<file path="src/rtl/eds_pkg.sv">
// Shared types, constants and helpers for the edit distance engine.
// No dependencies; every other file of the block refers to this package.
package eds_pkg;

   localparam int CODE_POINT_W          = 21;
   localparam int ACTION_W              = 2;
   localparam int RESULT_W              = 8;
   localparam int DEF_MAX_QUERY_LEN     = 64;
   localparam int DEF_MAX_CANDIDATE_LEN = 255;
   localparam logic MODE_RESET          = 1'b1;

   typedef enum logic [ACTION_W-1:0] {
      ACT_QUERY_APPEND = 2'd0,
      ACT_QUERY_CLEAR  = 2'd1,
      ACT_CAND_CHAR    = 2'd2,
      ACT_CAND_END     = 2'd3
   } action_type;

   typedef enum logic [1:0] {
      ST_IDLE,
      ST_WAVE,
      ST_FINISH
   } state_type;

   // Broadcast from the sequencer to every column cell.
   typedef struct packed {
      logic                    restart;
      logic                    load;
      logic                    update;
      logic                    trans_ok;
      logic [CODE_POINT_W-1:0] load_char;
      logic [CODE_POINT_W-1:0] cand_char;
      logic [CODE_POINT_W-1:0] prior_char;
   } cell_ctrl_type;

   function automatic logic [RESULT_W-1:0] sat8(input logic [31:0] value);
      logic [RESULT_W-1:0] result;
      result = (value > 32'd255) ? 8'hFF : value[RESULT_W-1:0];
      return result;
   endfunction

endpackage

</file>
<file path="src/rtl/eds_cell.sv">
// One query column of the edit distance table: holds a query character and
// two rows of table entries, and passes the row wavefront to its right neighbor.
// Depends on eds_pkg.
module eds_cell #(
   parameter int MAX_QUERY_LEN     = eds_pkg::DEF_MAX_QUERY_LEN,
   parameter int MAX_CANDIDATE_LEN = eds_pkg::DEF_MAX_CANDIDATE_LEN,
   parameter int CELL_INDEX        = 1,
   localparam int VAL_W = $clog2(MAX_CANDIDATE_LEN + MAX_QUERY_LEN + 2),
   localparam int QCW   = $clog2(MAX_QUERY_LEN + 1)
) (
   input  logic                                 clock,
   input  logic                                 reset,
   input  eds_pkg::cell_ctrl_type               ctrl,
   input  logic [QCW-1:0]                       query_count,
   // wavefront from the left neighbor
   input  logic                                 in_valid,
   input  logic [VAL_W-1:0]                     in_cur,
   input  logic [VAL_W-1:0]                     in_rp,
   input  logic [VAL_W-1:0]                     in_rbp,
   input  logic [VAL_W-1:0]                     in_rbp2,
   input  logic [eds_pkg::CODE_POINT_W-1:0]     in_char,
   // wavefront to the right neighbor
   output logic                                 out_valid,
   output logic [VAL_W-1:0]                     out_cur,
   output logic [VAL_W-1:0]                     out_rp,
   output logic [VAL_W-1:0]                     out_rbp,
   output logic [VAL_W-1:0]                     out_rbp2,
   output logic [eds_pkg::CODE_POINT_W-1:0]     out_char
);

   localparam logic [QCW-1:0]   IDX     = QCW'(CELL_INDEX);
   localparam logic [QCW-1:0]   SLOT    = QCW'(CELL_INDEX - 1);
   localparam logic [VAL_W-1:0] INIT    = VAL_W'(CELL_INDEX);
   localparam logic             HAS_TWO = (CELL_INDEX > 1);

   logic [eds_pkg::CODE_POINT_W-1:0] char_ff, char_in;
   logic [VAL_W-1:0]                 rp_ff, rp_in;
   logic [VAL_W-1:0]                 rbp_ff, rbp_in;
   logic                             valid_ff, valid_in;
   logic [VAL_W-1:0]                 cur_ff, cur_in;
   logic [VAL_W-1:0]                 orp_ff, orp_in;
   logic [VAL_W-1:0]                 orbp_ff, orbp_in;
   logic [VAL_W-1:0]                 orbp2_ff, orbp2_in;
   logic [eds_pkg::CODE_POINT_W-1:0] ochar_ff, ochar_in;

   logic             active;
   logic [VAL_W-1:0] sub_cost, ins_cost, del_cost, trn_cost, best, best2;
   logic             trans_hit;

   assign active = (IDX <= query_count);

   always_comb begin
      sub_cost = in_rp + VAL_W'(ctrl.cand_char != char_ff);
      ins_cost = in_cur + VAL_W'(1);
      del_cost = rp_ff + VAL_W'(1);
      trn_cost = in_rbp2 + VAL_W'(1);
      best     = sub_cost;
      if (ins_cost < best) best = ins_cost;
      if (del_cost < best) best = del_cost;
      // adjacent swap: candidate "ba" against query "ab"
      trans_hit = ctrl.trans_ok && HAS_TWO && (ctrl.cand_char == in_char) &&
                  (ctrl.prior_char == char_ff) && (trn_cost < best);
      best2 = trans_hit ? trn_cost : best;
   end

   always_comb begin
      char_in = char_ff;
      rp_in   = rp_ff;
      rbp_in  = rbp_ff;
      if (ctrl.load && (SLOT == query_count)) char_in = ctrl.load_char;
      if (ctrl.restart) begin
         rp_in  = INIT;
         rbp_in = INIT;
      end else if (in_valid && ctrl.update && active) begin
         rp_in  = best2;
         rbp_in = rp_ff;
      end
      valid_in = in_valid;
      // columns past the query just forward the value toward the far end
      if (!active) cur_in = in_cur;
      else if (ctrl.update) cur_in = best2;
      else cur_in = rp_ff;
      orp_in   = rp_ff;
      orbp_in  = rbp_ff;
      orbp2_in = in_rbp;
      ochar_in = char_ff;
   end

   always_ff @(posedge clock) begin
      if (reset) begin
         rp_ff    <= INIT;
         rbp_ff   <= INIT;
         valid_ff <= 1'b0;
      end else begin
         rp_ff    <= rp_in;
         rbp_ff   <= rbp_in;
         valid_ff <= valid_in;
      end
   end

   always_ff @(posedge clock) begin
      char_ff  <= char_in;
      cur_ff   <= cur_in;
      orp_ff   <= orp_in;
      orbp_ff  <= orbp_in;
      orbp2_ff <= orbp2_in;
      ochar_ff <= ochar_in;
   end

   assign out_valid = valid_ff;
   assign out_cur   = cur_ff;
   assign out_rp    = orp_ff;
   assign out_rbp   = orbp_ff;
   assign out_rbp2  = orbp2_ff;
   assign out_char  = ochar_ff;

endmodule

</file>
<file path="config.mk">
export PLATFORM = sky130hd
export DESIGN_NAME = eds_cell
export DESIGN_NICKNAME = d
export VERILOG_FILES = /design/src/rtl/eds_pkg.sv /design/src/rtl/eds_cell.sv
export SDC_FILE = /design/constraint.sdc
export NUM_CORES = 1
export LEC_CHECK = 0
export ABC_AREA = 1
export BUFFER_PORTS_ARGS = -buffer_cell sky130_fd_sc_hd__buf_2
export CORE_ASPECT_RATIO = 1.75
export CORE_UTILIZATION = 42
export DETAILED_ROUTE_END_ITERATION = 6
export PLACE_DENSITY_LB_ADDON = 0.15
export SETUP_SLACK_MARGIN = 0.15
export SLEW_MARGIN = 20
export SYNTH_ARGS = -nofsm -noshare
export SYNTH_HDL_FRONTEND = slang
export SYNTH_SLANG_ARGS = --single-unit
</file>
<file path="constraint.sdc">
create_clock -name clock -period 4.6 [get_ports clock]
set_clock_uncertainty 0.15 [all_clocks]
set_input_delay 0.23 -clock clock [delete_from_list [all_inputs] [get_ports clock]]
set_output_delay 0.23 -clock clock [all_outputs]
set_load 0.01 [all_outputs]
</file>
==> metrics.md, run 1 <==
| Metric | Value |
|---|---|
| Via count | `3854` |
| Hold Crit Depth | `3` |
| Unrepaired setup endpoints after global routing | `yes` |
| Die area | `0.0105 mm²` |
| Async set or reset register ratio after synthesis | `0%` |
| Yosys top cell area share | `36.0%` |
| Worst Setup Slack, final | `-0.228 ns` |
| First-pass GRT wire length | `16800 µm` |
| Xor/xnor share of the synthesized area | `7.26%` |
| Pins Over Slew Limit | `0` |
| Clk buf depth | `2` |
| #FFs+latches synth | `97` |
| Commonest cells in the netlist | `nand2_1 (85), dfxtp_1 (76), inv_1 (57)` |
| Synthesized area per cell | `9.18 µm²` |
| Met3 Use GR | `4.12%` |
| Hold Crit Start | `in_cur[4]` |
| Yosys top cell by area | `dfxtp_1` |
| Core box area | `0.00979 mm²` |
| Via-to-Cell Ratio | `4.70` |
| Vias in the first global route | `3923` |
| Worst Path Required | `4.69 ns` |
| Nets | `843` |
| Final Wtd Congestion | `0.877` |
| Diodes inserted | `0` |
| Fmax achieved | `207 MHz` |
| Total GRT Usage | `20.4%` |
| Max-slew headroom | `34.8%` |
| CP Data Arrival Time | `4.91 ns` |
| Clk sinks | `97` |
| Most common cell on crit path | `nor2_2` |
| Clk root buf | `clkbuf_16` |
| Final ANT Viol Nets | `0` |
| Pre-Repair DR Iteration Count | `7` |
| Worst IR Drop VDD | `227 µV` |
| DP HPWL | `7860 µm` |
| Largest family of logic cells by synthesized area | `simple AND/OR/NAND/NOR gates` |
| Delay-heaviest family, CP | `simple AND/OR/NAND/NOR gates` |
| R2r startpoint | `char_ff[4]` |
| Outcome | `finished, violations left` |
| Antenna violations before repair | `0` |
| Clock Latency Late Sink | `0.35 ns` |
| 1st-iter DRT viols | `145` |
| Die height | `135 µm` |
| Placed cells | `756` |
| Clk pin slew, worst setup/hold paths | `0.08 ns` |
| Synth cell types | `41` |
| I/O Pins | `192` |
| Register area share after synthesis | `51.0%` |
| Ys flop type | `dfxtp_1` |
| Synthesis-to-finish area growth | `52.9%` |
| GR Overflow Total | `0` |
| Fin util | `66.0%` |
| Compound-gate portion of the synthesized area | `8.00%` |
| Syn Nets | `613` |
| Max_cap viols | `0` |
| Final Hold Vio Count | `0` |
| Startpoint types | `flip-flop` |
| CTS Buf Count | `9` |
| Row cnt | `48` |
| Die X-Extent | `77.8 µm` |
| Worst r2r path cells | `35` |
| Critical path buffers and inverters | `7` |
| Worst hold endpoint | `out_cur[4]` |
| Crit path largest cell delay | `0.43 ns` |
| Routed len/inst | `13.2 µm` |
| Layout cells sized above 1 | `41.2%` |
| Non-Filler Instances | `820` |
| Gate Count Post-Synth | `460` |
| Largest cells by area after synthesis | `dfxtp_1 (36%), edfxtp_1 (15%), nand2_1 (7.6%), ha_1 (5.6%), inv_1 (5.1%)` |
| Mapped cell area | `0.00422 mm²` |
| Setup violations, final | `18` |
| Port Buffers | `139` |
| Simple-Gate Fraction of Synth Area | `21.6%` |
| Count leader, synth | `nand2_1` |
| CTS tree | `built` |
| GRT met1 Usage | `20.3%` |
| R2r endpoint | `out_cur[2]` |
| Tmin final | `4.83 ns` |
| Largest net degree at the start of global routing | `27` |
| Synth warnings | `0` |
| R2r setup slk | `-0.23 ns` |
| Setup Crit Path Kind | `flip-flop to flip-flop` |
| Residual DRC count | `1` |
| Violated checks | `design-rule violations, negative setup slack` |
| Worst Path Max Fanout | `6` |
| Highest-delay cell along the critical path | `edfxtp_1` |
| Hold_ws | `0.0126 ns` |
| Mux contribution to synthesized area | `0%` |
| Initial Util | `43.1%` |
| Adder-Cell Fraction of Synth Area | `5.63%` |
| Crit end category | `flip-flop` |
| Worst-margin pin slew | `0.978 ns` |
| P_leak | `3.15 nW` |
| Post-synth EDFFs | `21` |
| Power per cell area | `315 mW/mm²` |
| Hold Path Class | `primary input to flip-flop` |
| CP Depth | `35` |
| Final Cycle Share | `105%` |
| GRT busiest layer | `met2` |
| Routed wire length | `10800 µm` |
| H-Tree Depth | `3` |
| GRT met2 Usage | `39.2%` |
## state kept, by name (all words and copies together), names as in the netlist
| signal | count |
|---|---|
| char_ff | 21 |
| out_valid | 1 |
| out_rbp2 | 9 |
| out_char | 21 |
| orp_in | 9 |
| out_rbp | 9 |
| out_cur | 9 |
| out_rp | 9 |
| orbp_in | 9 |
## area by class of cell
class | instances | area [µm²]
clock buffers | 9 | 225
flip-flops and latches | 97 | 2150
repair buffers | 225 | 1460
well taps | 125 | 156
multi-input cells | 297 | 2150
clock inverters | 7 | 91.3
fillers | 794 | 3330
inverters | 60 | 225
## kinds of logic after synthesis
logic type | after synthesis
DFF | 97
AOI/OAI and AO/OA | 56
adders and majority gates | 19
xor gates and xnor gates | 35
buffers and inverters | 68
and+or+nand+nor | 185
## worst min-delay path: cells and delay by family
family | cells | cell delay (ns)
simple gates | 2 | 0.11
buf+inv | 1 | 0.13
## cell usage in the layout (no fill, tap or decap), types with 10 or more instances in the layout
| cell type | n |
|---|---|
| buf_2 | 140 |
| nand2_1 | 78 |
| dfxtp_1 | 76 |
| inv_1 | 55 |
| buf_4 | 44 |
| dlygate4sd3_1 | 37 |
| a21oi_1 | 31 |
| nand3_1 | 26 |
| edfxtp_1 | 21 |
| xor2_1 | 20 |
| nor2_1 | 14 |
| nand3_2 | 14 |
| xnor2_1 | 13 |
| nand2_2 | 11 |
| nand2_4 | 11 |
| ha_1 | 10 |
## where the power goes
group / internal [mW] / total, mW / leakage (nW) / switching, mW
sequential: 0.891 / 0.899 / 0.819 / 0.00837
clock: 0.394 / 0.758 / 0.152 / 0.364
combinational: 0.186 / 0.375 / 2.18 / 0.189
## routing by layer
metal	wire length, µm	vias up
li1	-	1956
met1	4100	1741
met2	5900	140
met3	571	17
met4	227	0
met5	0	-
## worst max-delay path by stage
stage | start | endpoint | slack, ns
final | char_ff[4] | out_cur[2] | -0.23
after global routing | char_ff[4] | out_cur[2] | -0.53
after CTS | char_ff[6] | out_cur[6] | -0.14
after detailed placement | char_ff[12] | out_cur[6] | -0.24
after global placement | char_ff[10] | out_cur[3] | -0.13
after floorplan | char_ff[0] | out_cur[0] | 0.01
## through the flow
stage	power (mW)	setup slack (ns)	TNS [ns]	cell area (µm²)
floorplan	1.09	0.0142	0	4320
global placement	1.22	-0.133	-1.80	5440
detailed placement	1.22	-0.241	-3.72	5440
CTS	2.02	-0.136	-1.99	6280
global route	2.12	-0.525	-8.94	6460
finish	2.03	-0.228	-3.29	6460
## what timing repair did
action	4_1_cts	5_1_grt
gates cloned	3	0
pin swaps	3	7
hold buffers	37	0
setup endpoints to repair	18	18
hold endpoints to repair	36	0
resized for setup	15	30
setup buffers	6	2
Power figures use the tool's default switching activity.
==> run 2: changes to the inputs <==
CAP_MARGIN = 10   (was not set)
CORE_UTILIZATION = 45   (was 42)
PLACE_DENSITY = 0.77   (was not set)
PLACE_DENSITY_LB_ADDON = not set   (was 0.15)
clock period = 6.2 ns   (was 4.6 ns; I/O delays follow)
==> metrics.md, run 2 (same netlist as run 1, synthesis figures left out) <==
| Metric | Value |
|---|---|
| Tmin final | `5.46 ns` |
| Place WS | `0.785 ns` |
| Row cnt | `46` |
| Final Hold Vio Count | `0` |
| Antenna violations before repair | `0` |
| Largest net degree at the start of global routing | `26` |
| Layout cells sized above 1 | `30.0%` |
| Max-slew headroom | `33.0%` |
| Storage cell area | `0.00215 mm²` |
| Power per cell area | `246 mW/mm²` |
| Clock Latency Late Sink | `0.33 ns` |
| Startpoint types | `flip-flop` |
| M1 WL | `3780 µm` |
| Die area | `0.00979 mm²` |
| Crit path largest cell delay | `0.43 ns` |
| Fmax achieved | `183 MHz` |
| Residual DRC count | `0` |
| CTS tree | `built` |
| Diodes inserted | `0` |
| Crit end category | `flip-flop` |
| Pins Over Slew Limit | `0` |
| I/O Pins | `192` |
| CP Data Arrival Time | `5.54 ns` |
| Synthesis-to-finish area growth | `32.4%` |
| H-Tree Depth | `3` |
| Cts repair resizes | `0` |
| R2r setup slk | `0.74 ns` |
| First-pass GRT wire length | `15600 µm` |
| Met2 routed WL | `5830 µm` |
| Area of the multi-input gates | `0.00179 mm²` |
| Final Wtd Congestion | `0.821` |
| Die height | `130 µm` |
| Clk buf depth | `2` |
| Clk root buf | `clkbuf_16` |
| Top Layer Used | `met4` |
| Clk pin slew, worst setup/hold paths | `0.06 ns` |
| Worst-margin pin slew | `1.00 ns` |
| Port Buffers | `139` |
| Hold_buf cts | `25` |
| Worst IR Drop VDD | `158 µV` |
| Vias in the first global route | `3619` |
| Worst Path Required | `6.28 ns` |
| DP HPWL | `7680 µm` |
| Highest-delay cell along the critical path | `edfxtp_1` |
| Final ANT Viol Nets | `0` |
| Pre-Repair DR Iteration Count | `5` |
| Unrepaired setup endpoints after global routing | `no` |
| R2r endpoint | `out_cur[2]` |
| Routed len/inst | `13.9 µm` |
| Outcome | `complete, no violations` |
| Hold Path Class | `primary input to flip-flop` |
| Hold Crit Depth | `1` |
| Core box area | `0.00909 mm²` |
| Via count | `3636` |
| R2r startpoint | `char_ff[0]` |
| Fin Setup TNS | `0 ns` |
| Max_cap viols | `0` |
| WL met3 | `673 µm` |
| Clk sinks | `97` |
| # Post-CTS Setup Buffers | `0` |
| Most common cell after layout, fill and taps aside | `buf_2` |
| Worst Path Max Fanout | `13` |
| P_leak | `2.75 nW` |
| Routed wire length | `10500 µm` |
| Total GRT Usage | `20.9%` |
| Worst r2r path cells | `30` |
| Worst Setup Slack, final | `0.738 ns` |
| 1st-iter DRT viols | `121` |
| Die X-Extent | `75.2 µm` |
| GR Overflow Total | `0` |
| Fillers | `774` |
| Hold Crit Start | `ctrl[60]` |
| Nets | `785` |
| Worst hold endpoint | `char_ff[18]` |
| Via-to-Cell Ratio | `4.80` |
| CTS Buf Count | `9` |
| Commonest non-fill, non-tap cells in the layout | `buf_2 (139), nand2_1 (85), dfxtp_1 (76)` |
| Final Cycle Share | `88.1%` |
| Setup violations, final | `0` |
| Setup Crit Path Kind | `flip-flop to flip-flop` |
| Initial Util | `46.4%` |
==> run 2: cell types whose count changed in the layout (fill, tap and decap cells not counted), sizes merged <==
cell         previous run  this run
clkbuf                  9        11
inv                    62        59
buf                   188       142
nand2                 102       100
dlygate4sd3            37        27
clkinvlp                0         1
==> run 2: area by class of cell <==
type / count / area share (%)
well taps: 120 / 2.69
repair buffers: 169 / 17.7
flip-flops and latches: 97 / 38.5
multi-input cells: 295 / 32.1
inverters: 60 / 4.03
clock inverters: 5 / 0.694
clock buffers: 11 / 4.34
==> run 2: worst max path at each step <==
stage,cells past startpoint,slack [ns],end,from
finish,30,0.74,out_cur[2],char_ff[0]
detailed placement,30,0.78,out_cur[2],char_ff[0]
global route,30,0.26,out_cur[8],char_ff[0]
floorplan,29,1.41,out_cur[0],char_ff[0]
CTS,30,0.72,out_cur[2],char_ff[0]
global placement,31,0.88,out_cur[3],ctrl[21]
==> run 2: layer usage <==
metal  vias up  global-route usage (%)
li1       1835                       -
met1      1641                    18.9
met2       141                    42.4
met3        19                    4.40
met4         0                    8.61
met5         -                       0
==> run 2: worst max-delay path, delay by kind of cell (launching register included) <==
family                     cells  cell delay, ns
and+or+nand+nor               16            1.92
adders and majority gates      4            1.10
AOI/OAI and AO/OA              4            1.00
buffers and inverters          5            0.64
DFF                            1            0.43
xor gates and xnor gates       1            0.12
==> run 2: per-stage QoR <==
stage	util [%]	power, mW	instance area [µm²]	hold WS [ns]	cells
final	61.5	1.38	5590	0.00827	757
after floorplan	-	0.799	4220	0.176	460
after global routing	61.5	1.44	5590	-0.00196	757
after detailed placement	55.4	0.864	5040	0.184	714
after global placement	55.4	0.857	5040	0.182	714
after CTS	61.3	1.38	5570	0.000502	755
==> run 2: power breakdown <==
part	switching (mW)	total, mW	internal [mW]
Clock	0.227	0.512	0.285
Sequential	0.00641	0.668	0.662
Combinational	0.110	0.197	0.0870
